==> config.mk <==
export PLATFORM = sky130hd
export DESIGN_NAME = rgbm_pixel_encoder
export DESIGN_NICKNAME = d
export VERILOG_FILES = /design/src/rtl/rgbm_pkg.sv /design/src/rtl/rgbm_pixel_encoder.sv
export VERILOG_INCLUDE_DIRS = /design/src /design/src/rtl
export SDC_FILE = /design/constraint.sdc
export NUM_CORES = 2
export LEC_CHECK = 0
export ABC_CLOCK_PERIOD_IN_PS = 18300
export BUFFER_PORTS_ARGS = -buffer_cell sky130_fd_sc_hd__buf_2
export CELL_PAD_IN_SITES_DETAIL_PLACEMENT = 0
export CELL_PAD_IN_SITES_GLOBAL_PLACEMENT = 1
export CORE_ASPECT_RATIO = 1.5
export CORE_MARGIN = 2
export CORE_UTILIZATION = 40
export DETAILED_ROUTE_END_ITERATION = 7
export PLACE_DENSITY = 0.7
export SYNTH_ARGS = -nofsm -noshare
export SYNTH_HDL_FRONTEND = slang
export SYNTH_SLANG_ARGS = --single-unit
==> constraint.sdc <==
create_clock -name clk -period 18.3 [get_ports clk]
set_clock_uncertainty 0.15 [all_clocks]
set_input_delay 0 -clock clk [delete_from_list [all_inputs] [get_ports clk]]
set_output_delay 0 -clock clk [all_outputs]
set_load 0.005 [all_outputs]
==> src/rtl/rgbm_pixel_encoder_macros.svh <==
// assertion macros for the rgbm pixel encoder
`ifndef RGBM_PIXEL_ENCODER_MACROS_SVH
`define RGBM_PIXEL_ENCODER_MACROS_SVH

// condition must hold at every clock while out of reset
`define RGBM_ASSERT_ALWAYS(lbl, ck, rstn, cond) \
	lbl: assert property (@(posedge ck) disable iff (!(rstn)) (cond)) \
		else $error("assertion failed");

// antecedent implies consequent in the same cycle
`define RGBM_ASSERT_IMPL(lbl, ck, rstn, ante, cons) \
	lbl: assert property (@(posedge ck) disable iff (!(rstn)) (ante) |-> (cons)) \
		else $error("assertion failed");

`endif

==> src/rtl/rgbm_pkg.sv <==
// types, constants and divider step functions for the rgbm pixel encoder
`default_nettype none

package rgbm_pkg;

	localparam int FRAC_BITS = 16;
	localparam int IN_W      = 24;
	localparam int RNG_W     = 7;
	localparam int CH_W      = RNG_W + FRAC_BITS;     // clamped channel width
	localparam int MNUM_W    = CH_W + 8;              // 255 * max + D - 1
	localparam int DIV_W     = RNG_W + 8;             // range * m
	localparam int CNUM_W    = CH_W + 16;             // channel * 65025
	localparam int NSTG      = 11;
	localparam logic [RNG_W-1:0] RANGE_RESET = RNG_W'(6);

	// stage 1: clamped channels
	typedef struct packed {
		logic [CH_W-1:0]  r;
		logic [CH_W-1:0]  g;
		logic [CH_W-1:0]  b;
		logic [RNG_W-1:0] rng;
		logic             last;
	} clamp_t;

	// multiplier division stages
	typedef struct packed {
		logic [MNUM_W-1:0] rem;
		logic [7:0]        quo;
		logic [CH_W-1:0]   r;
		logic [CH_W-1:0]   g;
		logic [CH_W-1:0]   b;
		logic [RNG_W-1:0]  rng;
		logic              last;
	} mdiv_t;

	// channel division stages
	typedef struct packed {
		logic [CNUM_W-1:0] rrem;
		logic [CNUM_W-1:0] grem;
		logic [CNUM_W-1:0] brem;
		logic [7:0]        rq;
		logic [7:0]        gq;
		logic [7:0]        bq;
		logic [DIV_W-1:0]  div;
		logic [7:0]        m;
		logic              last;
	} cdiv_t;

	// two restoring steps of (255 * max + D - 1) / D, quotient bits hi and hi-1
	function automatic mdiv_t mdiv_step2(mdiv_t x, logic [2:0] hi);
		mdiv_t             y;
		logic [MNUM_W-1:0] dsh;
		logic [2:0]        bi;
		y = x;
		for (int k = 0; k < 2; k++) begin
			bi  = hi - 3'(k);
			dsh = {{(MNUM_W-CH_W){1'b0}}, y.rng, {FRAC_BITS{1'b0}}} << bi;
			if (y.rem >= dsh) begin
				y.rem     = y.rem - dsh;
				y.quo[bi] = 1'b1;
			end
		end
		return y;
	endfunction

	// one restoring step of one channel against divisor (range * m) << FRAC_BITS
	function automatic logic [CNUM_W:0] cdiv_bit(logic [CNUM_W-1:0] rem,
			logic [DIV_W-1:0] div, logic [2:0] bi);
		logic [CNUM_W-1:0] dsh;
		logic [CNUM_W:0]   res;
		dsh = {{(CNUM_W-DIV_W-FRAC_BITS){1'b0}}, div, {FRAC_BITS{1'b0}}} << bi;
		if (rem >= dsh) res = {1'b1, rem - dsh};
		else            res = {1'b0, rem};
		return res;
	endfunction

	// two restoring steps on all three channels
	function automatic cdiv_t cdiv_step2(cdiv_t x, logic [2:0] hi);
		cdiv_t           y;
		logic [CNUM_W:0] t;
		logic [2:0]      bi;
		y = x;
		for (int k = 0; k < 2; k++) begin
			bi = hi - 3'(k);
			t = cdiv_bit(y.rrem, y.div, bi);
			y.rrem = t[CNUM_W-1:0];
			y.rq[bi] = t[CNUM_W];
			t = cdiv_bit(y.grem, y.div, bi);
			y.grem = t[CNUM_W-1:0];
			y.gq[bi] = t[CNUM_W];
			t = cdiv_bit(y.brem, y.div, bi);
			y.brem = t[CNUM_W-1:0];
			y.bq[bi] = t[CNUM_W];
		end
		return y;
	endfunction

endpackage

`default_nettype wire

==> src/rtl/rgbm_pixel_encoder.sv <==
// rgbm pixel encoder: hdr pixel in, rgba8 with shared multiplier in alpha out
//
// channel   direction  handshake             payload
// s_*       in         s_tvalid / s_tready   s_tdata red, green, blue; s_tlast end of image
// m_*       out        m_tvalid / m_tready   m_tdata red, green, blue, mult; m_tlast
// cfg_*     in         cfg_valid / cfg_ready cfg_data range_max
//
// eleven register stages: clamp, numerator, four stages of multiplier division
// (two quotient bits each), multiply, four stages of channel division
// one pixel per clock sustained while m_tready stays high
// each stage holds its item only while the stage after it is full and stalled,
// so bubbles collapse and a stalled output never blocks earlier empty stages
// arst_n clears all valid bits and sets range_max to 6; cfg_ready is always high
`default_nettype none
`include "rgbm_pixel_encoder_macros.svh"

module rgbm_pixel_encoder (
	input  wire logic        clk,
	input  wire logic        arst_n,
	input  wire logic        s_tvalid,
	output logic             s_tready,
	input  wire logic [71:0] s_tdata,   // red_in, green_in, blue_in
	input  wire logic        s_tlast,   // end_in
	output logic             m_tvalid,
	input  wire logic        m_tready,
	output logic [31:0]      m_tdata,   // red_out, green_out, blue_out, mult_out
	output logic             m_tlast,   // end_out
	input  wire logic        cfg_valid,
	output logic             cfg_ready,
	input  wire logic [rgbm_pkg::RNG_W-1:0] cfg_data  // range_max
);
	import rgbm_pkg::*;

	logic [RNG_W-1:0] range_q;
	logic [NSTG:1]    vld_q;
	logic [NSTG+1:1]  adv;

	clamp_t s1;
	mdiv_t  s2, s3, s4, s5, s6;
	cdiv_t  s7, s8, s9, s10, s11;

	logic [RNG_W-1:0] rng_in;
	logic [IN_W-1:0]  dlim;
	logic [IN_W-1:0]  r_raw, g_raw, b_raw;
	logic [CH_W-1:0]  mx_s1;
	logic [7:0]       m_s6;

	// configuration register
	assign cfg_ready = 1'b1;
	always_ff @(posedge clk or negedge arst_n) begin
		if (!arst_n) begin
			range_q <= RANGE_RESET;
		end else if (cfg_valid) begin
			range_q <= cfg_data;
		end
	end

	// stage advance chain from the output back
	always_comb begin
		adv[NSTG+1] = m_tready;
		for (int k = NSTG; k >= 1; k--) begin
			adv[k] = !vld_q[k] || adv[k+1];
		end
	end
	assign s_tready = adv[1];

	// valid bits
	always_ff @(posedge clk or negedge arst_n) begin
		if (!arst_n) begin
			vld_q <= '0;
		end else begin
			if (adv[1]) vld_q[1] <= s_tvalid;
			for (int k = 2; k <= NSTG; k++) begin
				if (adv[k]) vld_q[k] <= vld_q[k-1];
			end
		end
	end

	// stage 1 clamp inputs to the range
	assign rng_in = (range_q == '0) ? RNG_W'(1) : range_q;
	assign dlim   = {{(IN_W-CH_W){1'b0}}, rng_in, {FRAC_BITS{1'b0}}};
	assign r_raw  = s_tdata[IN_W-1:0];
	assign g_raw  = s_tdata[2*IN_W-1:IN_W];
	assign b_raw  = s_tdata[3*IN_W-1:2*IN_W];

	always_ff @(posedge clk) begin
		if (adv[1]) begin
			s1.r    <= (r_raw < dlim) ? r_raw[CH_W-1:0] : dlim[CH_W-1:0];
			s1.g    <= (g_raw < dlim) ? g_raw[CH_W-1:0] : dlim[CH_W-1:0];
			s1.b    <= (b_raw < dlim) ? b_raw[CH_W-1:0] : dlim[CH_W-1:0];
			s1.rng  <= rng_in;
			s1.last <= s_tlast;
		end
	end

	// stage 2 largest channel and ceiling numerator
	always_comb begin
		mx_s1 = (s1.r > s1.g) ? s1.r : s1.g;
		if (s1.b > mx_s1) mx_s1 = s1.b;
	end

	always_ff @(posedge clk) begin
		if (adv[2]) begin
			s2.rem  <= {mx_s1, 8'd0} - MNUM_W'(mx_s1)
				+ {{(MNUM_W-CH_W){1'b0}}, s1.rng, {FRAC_BITS{1'b0}}} - MNUM_W'(1);
			s2.quo  <= '0;
			s2.r    <= s1.r;
			s2.g    <= s1.g;
			s2.b    <= s1.b;
			s2.rng  <= s1.rng;
			s2.last <= s1.last;
		end
	end

	// stages 3 to 6 multiplier division, two bits per stage
	always_ff @(posedge clk) begin
		if (adv[3]) s3 <= mdiv_step2(s2, 3'd7);
		if (adv[4]) s4 <= mdiv_step2(s3, 3'd5);
		if (adv[5]) s5 <= mdiv_step2(s4, 3'd3);
		if (adv[6]) s6 <= mdiv_step2(s5, 3'd1);
	end

	// stage 7 divisor range * m and numerators channel * 65025
	assign m_s6 = (s6.quo == 8'd0) ? 8'd1 : s6.quo;

	always_ff @(posedge clk) begin
		if (adv[7]) begin
			s7.rrem <= {s6.r, 16'd0} - CNUM_W'({s6.r, 9'd0}) + CNUM_W'(s6.r);
			s7.grem <= {s6.g, 16'd0} - CNUM_W'({s6.g, 9'd0}) + CNUM_W'(s6.g);
			s7.brem <= {s6.b, 16'd0} - CNUM_W'({s6.b, 9'd0}) + CNUM_W'(s6.b);
			s7.rq   <= '0;
			s7.gq   <= '0;
			s7.bq   <= '0;
			s7.div  <= DIV_W'(s6.rng) * DIV_W'(m_s6);
			s7.m    <= m_s6;
			s7.last <= s6.last;
		end
	end

	// stages 8 to 11 channel division, two bits per stage
	always_ff @(posedge clk) begin
		if (adv[8])  s8  <= cdiv_step2(s7, 3'd7);
		if (adv[9])  s9  <= cdiv_step2(s8, 3'd5);
		if (adv[10]) s10 <= cdiv_step2(s9, 3'd3);
		if (adv[11]) s11 <= cdiv_step2(s10, 3'd1);
	end

	// output
	assign m_tvalid = vld_q[NSTG];
	assign m_tdata  = {s11.m, s11.bq, s11.gq, s11.rq};
	assign m_tlast  = s11.last;

	// checks
	`RGBM_ASSERT_IMPL(a_mult_nonzero, clk, arst_n, m_tvalid, m_tdata[31:24] != 8'd0)
	`RGBM_ASSERT_IMPL(a_stall_source, clk, arst_n, !s_tready, m_tvalid && !m_tready)
	`RGBM_ASSERT_ALWAYS(a_range_nonzero, clk, arst_n, !vld_q[1] || s1.rng != '0)

endmodule

`default_nettype wire
* Yosys cells after proc, flatten, opt, wreduce, memory -nomap -nowiden
Cells that the tools add are included.
** Storage, ports and cells
- Bits in registers :: 1257
- Word-level logic and storage cells :: 254
- Bits of input ports :: 85
- Output and inout bits :: 36
** Cells by class
- Multipliers :: 1
- Multiplexer cells :: 54
- Magnitude comparators :: 37
- Reduce and logical (&&, ||, !) cells :: 24
- Add/sub/neg operators :: 40
** Operators by type and width (number)
- two-way mux 40 bit :: 36
- two-way mux 31 bit :: 9
- subtractor 39 x 32 -> 39 bit :: 6
- adder 39 x 23 -> 39 bit :: 3
- >= comparator 39 x 31 -> 1 bit :: 3
- >= comparator 39 x 32 -> 1 bit :: 3
- >= comparator 39 x 33 -> 1 bit :: 3
- >= comparator 39 x 34 -> 1 bit :: 3
- >= comparator 39 x 35 -> 1 bit :: 3
- >= comparator 39 x 36 -> 1 bit :: 3
- >= comparator 39 x 37 -> 1 bit :: 3
- >= comparator 39 x 38 -> 1 bit :: 3
- subtractor 39 x 31 -> 39 bit :: 3
- subtractor 39 x 33 -> 39 bit :: 3
- subtractor 39 x 34 -> 39 bit :: 3
- subtractor 39 x 35 -> 39 bit :: 3
- subtractor 39 x 36 -> 39 bit :: 3
- subtractor 39 x 37 -> 39 bit :: 3
- subtractor 39 x 38 -> 39 bit :: 3
- two-way mux 23 bit :: 5
- < comparator 24 x 23 -> 1 bit :: 3
- two-way mux 32 bit :: 2
- > comparator 23 bit :: 2
- adder 31 x 23 -> 31 bit :: 1
- 24 further kinds :: 44

* Longest topological paths before layout
- Word-level depth :: 13
- Mapped depth :: 36
- Gate-level depth less buffers :: 33

* Worst setup path after synthesis
No wires, ideal clock.
- Kind :: reg2reg
- Start :: register vld_q[11] in the netlist's numbering
- End :: register s2[0] in the netlist's numbering (enable)
- Required time :: 16.891 ns
- Arrival time :: 8.037 ns
- Setup time :: 1.259 ns
- Period minus slack after synthesis :: 9.446 ns
- Cell stages (with the launch flop) :: 7
- Slack :: 8.854 ns
- Buffers on the path :: 0
- Cells stage by stage :: dfrtp_1 nor2b_1 and2_1 and3_1 nand4_1 nor2_1 nand3_1
** On the way
- Longest elaborated chain between the ends :: 11
** RTL lines
- from (decl) :: RTL line rgbm_pixel_encoder.sv:35 : logic [NSTG:1] vld_q;
- from (signal, indexed assignment) :: RTL line rgbm_pixel_encoder.sv:74 : if (adv[k]) vld_q[k] <= vld_q[k-1];
- zero test 1 bit :: RTL line rgbm_pixel_encoder.sv:62 : adv[k] = !vld_q[k] || adv[k+1];
- logical OR 1 bit (7 in series) :: RTL line rgbm_pixel_encoder.sv:62
- named net adv, one bit :: RTL line rgbm_pixel_encoder.sv:36 : logic [NSTG+1:1] adv;
- logical OR 1 bit (3 in series) :: RTL line rgbm_pixel_encoder.sv:62
- named net adv, one bit :: RTL line rgbm_pixel_encoder.sv:36
- to (decl) :: RTL line rgbm_pixel_encoder.sv:39 : mdiv_t s2, s3, s4, s5, s6;
The timed path passes the listed nets, and every way through them passes these cells.
A chain may end at the register's enable or synchronous reset.

* Worst setup path after layout
- Start :: register s1[44] in the netlist's numbering
- End :: register s2[113] in the netlist's numbering (data pin)
** On the way
- Longest elaborated chain between the ends :: 7
** RTL lines
- from (decl) :: RTL line rgbm_pixel_encoder.sv:38 : clamp_t s1;
- > comparator 23 bit :: RTL line rgbm_pixel_encoder.sv:98 : mx_s1 = (s1.r > s1.g) ? s1.r : s1.g;
- two-way mux 23 bit * :: RTL line rgbm_pixel_encoder.sv:98
- > comparator 23 bit :: RTL line rgbm_pixel_encoder.sv:99 : if (s1.b > mx_s1) mx_s1 = s1.b;
- two-way mux 23 bit * :: RTL line rgbm_pixel_encoder.sv:99
- subtractor 31 x 23 -> 31 bit * :: RTL line rgbm_pixel_encoder.sv:104 : s2.rem <= {mx_s1, 8'd0} - MNUM_W'(mx_s1)
- adder 31 x 23 -> 31 bit * :: RTL line rgbm_pixel_encoder.sv:105 : + {{(MNUM_W-CH_W){1'b0}}, s1.rng, {FRAC_BITS{1'b0}}} - MNUM_W'(1);
- subtractor 31 x 1 -> 31 bit * :: RTL line rgbm_pixel_encoder.sv:105
Every way passes the cells marked *; elsewhere a longest branch is shown, timed or not.

==> results.sh <==
export IMPL_ys_seq_area_share_pct=49.9
export IMPL_worst_skew_pair_late_latency_ns=0.74
export IMPL_antenna_left=0
export IMPL_synthesis_area_um2=75400
export IMPL_ys_top_cells_by_count="edfxtp_1 (1,239), ha_1 (703), inv_1 (497), nor2_1 (452), a21oi_1 (419)"
export IMPL_cp_top_family="compound AO/OA/AOI/OAI gates"
export IMPL_grt_pass1_wl_mm=286
export IMPL_worst_endpoint_arrival_ns=9.78
export IMPL_dieArea_um2=192000
export IMPL_wirelength_mm=185
export IMPL_synth_top_family_by_area="adder cells"
export IMPL_synth_fp_nets=7439
export IMPL_area_growth_synth_to_final_pct=13.6
export IMPL_numCtsBuffers=120
export IMPL_timing_worst_slew_pin_value_ns=1.23
export IMPL_synthFlopType="edfxtp_1"
export IMPL_critPathRequiredTime_ns=18.62
export IMPL_cp_end_kind="register"
export IMPL_drv_slew=0
export IMPL_path_max_fanout=21
export IMPL_synthArstFlopShare_pct=1.43
export IMPL_vias_per_cell=5.30
export IMPL_startpoint_type="register"
export IMPL_layout_drive_gt1_share_pct=9.38
export IMPL_antenna_found_initial=1
export IMPL_synth_warnings=0
export IMPL_relSlewSlack_pct=17.7
export IMPL_cp_common_cell="ha_1"
export IMPL_cap_violations=0
export IMPL_port_buffers=119
export IMPL_hold_ws_ns=0.242
export IMPL_finalNetCount=7881
export IMPL_grt_total_usage_pct=19.2
export IMPL_grt_pass1_vias=51700
export IMPL_cp_slowest_cell="a21oi_1"
export IMPL_cts_resized=0
export IMPL_drc=0
export IMPL_synth_simple_area_share_pct=11.7
export IMPL_synth_edf_count=1239
export IMPL_path_buf_inv=3
export IMPL_vias=50700
export IMPL_cts_tree="done"
export IMPL_synth_area_leaders="edfxtp_1 (49%), ha_1 (12%), xnor2_1 (3.3%)"
export IMPL_yosysUniqueCellTypes=98
export IMPL_final_setup_tns_ns=0
export IMPL_outcome="finished clean"
export IMPL_synth_largest_area_cell="edfxtp_1"
export IMPL_gr_total_overflow=0
export IMPL_timing_final_crit_period_ns=9.47
export IMPL_hold_viol_final=0
export IMPL_htreeDepth=3
export IMPL_dr_first_iter_drc_count=2635
export IMPL_fmax_mhz=106
export IMPL_grt_max_degree=84
export IMPL_die_w_um=359
export IMPL_synth_compound_area_share_pct=12.9
export IMPL_grt_setup_unrepaired="false"
export IMPL_n_fill_cell=17200
export IMPL_wire_per_inst_um=19.3
export IMPL_fin_crit_sh_pct=51.7
export IMPL_min_path_type="reg2reg"
export IMPL_fp_row_count=195
export IMPL_synthCells=6571
export IMPL_avgSynthCellArea_um2=11.5
export IMPL_gp_congestion=0.922
export IMPL_cts_root_buf="clkbuf_16"
export IMPL_synthAdderAreaFrac_pct=13.8
export IMPL_yosys_area_top_type_share_pct=49.3
export IMPL_finalSetupViolations=0
export IMPL_synthMuxAreaShare_pct=4.02
export IMPL_die_h_um=536
export IMPL_cts_sinks=1257
export IMPL_io_pins=121
export IMPL_synth_xor_area_share_pct=4.60
export IMPL_core_um2=188000
export IMPL_cts_clk_slew_worst_paths_ns=0.07
export IMPL_cpPeakStageDelay_ns=0.79
export IMPL_start_util_pct=40.1
export IMPL_dpl_hpwl_mm=147
export IMPL_yosysMostFrequentCell="edfxtp_1"
export IMPL_ys_ff_latch=1257
export IMPL_cts_buffer_depth=3
export IMPL_dr_pass1_iters=7
export IMPL_crit_type="reg2reg"
## area by class of cell
type | instances | area [µm²] | area share [%]
clock inverter | 78 | 920 | 1.07
multi-input combinational | 4714 | 35500 | 41.5
tap | 2462 | 3080 | 3.59
inverter | 501 | 1890 | 2.21
antenna | 1 | 2.50 | 0.00292
timing repair buffer | 419 | 3430 | 4.01
sequential | 1257 | 37700 | 43.9
clock buffer | 145 | 3160 | 3.69
## final timing paths
| check | from | endpoint | slack, ns | cells after the start |
|---|---|---|---|---|
| worst max-delay path | s1[44] | s2[113] | 8.83 | 29 |
| worst min-delay path | s5[16] | s6[16] | 0.24 | 0 |
| worst max register to register | s1[44] | s2[113] | 8.83 | 29 |
| worst min register to register | s5[16] | s6[16] | 0.24 | 0 |
| max in group asynchronous | arst_n | vld_q[10] | 16.91 | 3 |
| min in group asynchronous | arst_n | range_q[0] | 0.43 | 3 |
## cells in the final DEF (no fill, tap or decap), types with 20 or more instances in the layout
cell / synthesis / routed
and2_1: 108 / 108
nor3_1: 126 / 126
nor2b_1: 89 / 89
buf_2: 10 / 119
dlygate4sd3_1: 0 / 234
buf_4: 3 / 66
xor2_1: 113 / 113
a31oi_1: 36 / 35
clkbuf_1: 76 / 20
inv_1: 497 / 493
a21oi_1: 419 / 419
nand4_1: 90 / 90
or2_2: 32 / 32
o211ai_1: 21 / 21
or4_1: 27 / 27
or3_1: 43 / 43
o21a_1: 107 / 107
nand2_1: 361 / 358
o31ai_1: 38 / 38
nor2_1: 452 / 452
nand3_1: 106 / 104
mux2_2: 202 / 202
nand2b_1: 72 / 72
mux2i_1: 65 / 65
clkbuf_16: 0 / 121
and3_1: 51 / 51
a211oi_1: 67 / 64
fa_1: 80 / 80
ha_1: 703 / 703
nor4_1: 122 / 122
a21boi_0: 52 / 52
o21ai_0: 335 / 335
edfxtp_1: 1239 / 1239
a21o_1: 197 / 197
o21bai_1: 50 / 50
xnor2_1: 283 / 283
## logic make-up (layout without fill, tap and decap cells)
| logic type | Yosys count | after routing |
|---|---|---|
| xor gates and xnor gates | 396 | 396 |
| other | 1 | 2 |
| adders and majority gates | 783 | 783 |
| DFF | 1257 | 1257 |
| muxes | 274 | 274 |
| and+or+nand+nor | 1746 | 1746 |
| AOI/OAI and AO/OA | 1514 | 1514 |
| buffers and inverters | 600 | 1143 |
## layer usage
metal	up-vias	part of all wire [%]	track usage [%]
li1	25500	-	-
met1	24100	37	19.7
met2	797	55	37.8
met3	343	2.3	1.83
met4	0	5.6	9.74
met5	-	0	0
## what timing repair did
| item | in CTS | in global routing |
|---|---|---|
| buffers inserted | 0 | 0 |
| hold buffers | 234 | 0 |
| hold endpoints to repair | 97 | 0 |
## metrics by stage
step	setup slack [ns]	utilization, %	instance area [µm²]	std cells
after floorplan	8.85	-	75400	6571
after global placement	8.93	42.2	79300	9119
after detailed placement	8.87	42.2	79300	9119
after CTS	8.82	45.6	85700	9576
after global routing	8.02	45.6	85700	9577
final	8.83	45.6	85700	9577
## sequential cells by signal (all words and copies together), names as in the netlist
name and count:
s5 114, m_tlast 1, s4 112, s10 159, s8 147, s9 153
range_q 7, s3 110, m_tdata 32, vld_q 11, s7 141, s6 85
s1 77, s2 108
Power is left out: the tool's default activity adds up to more than one toggle a clock period on the data nets, which glitch-free logic cannot reach.
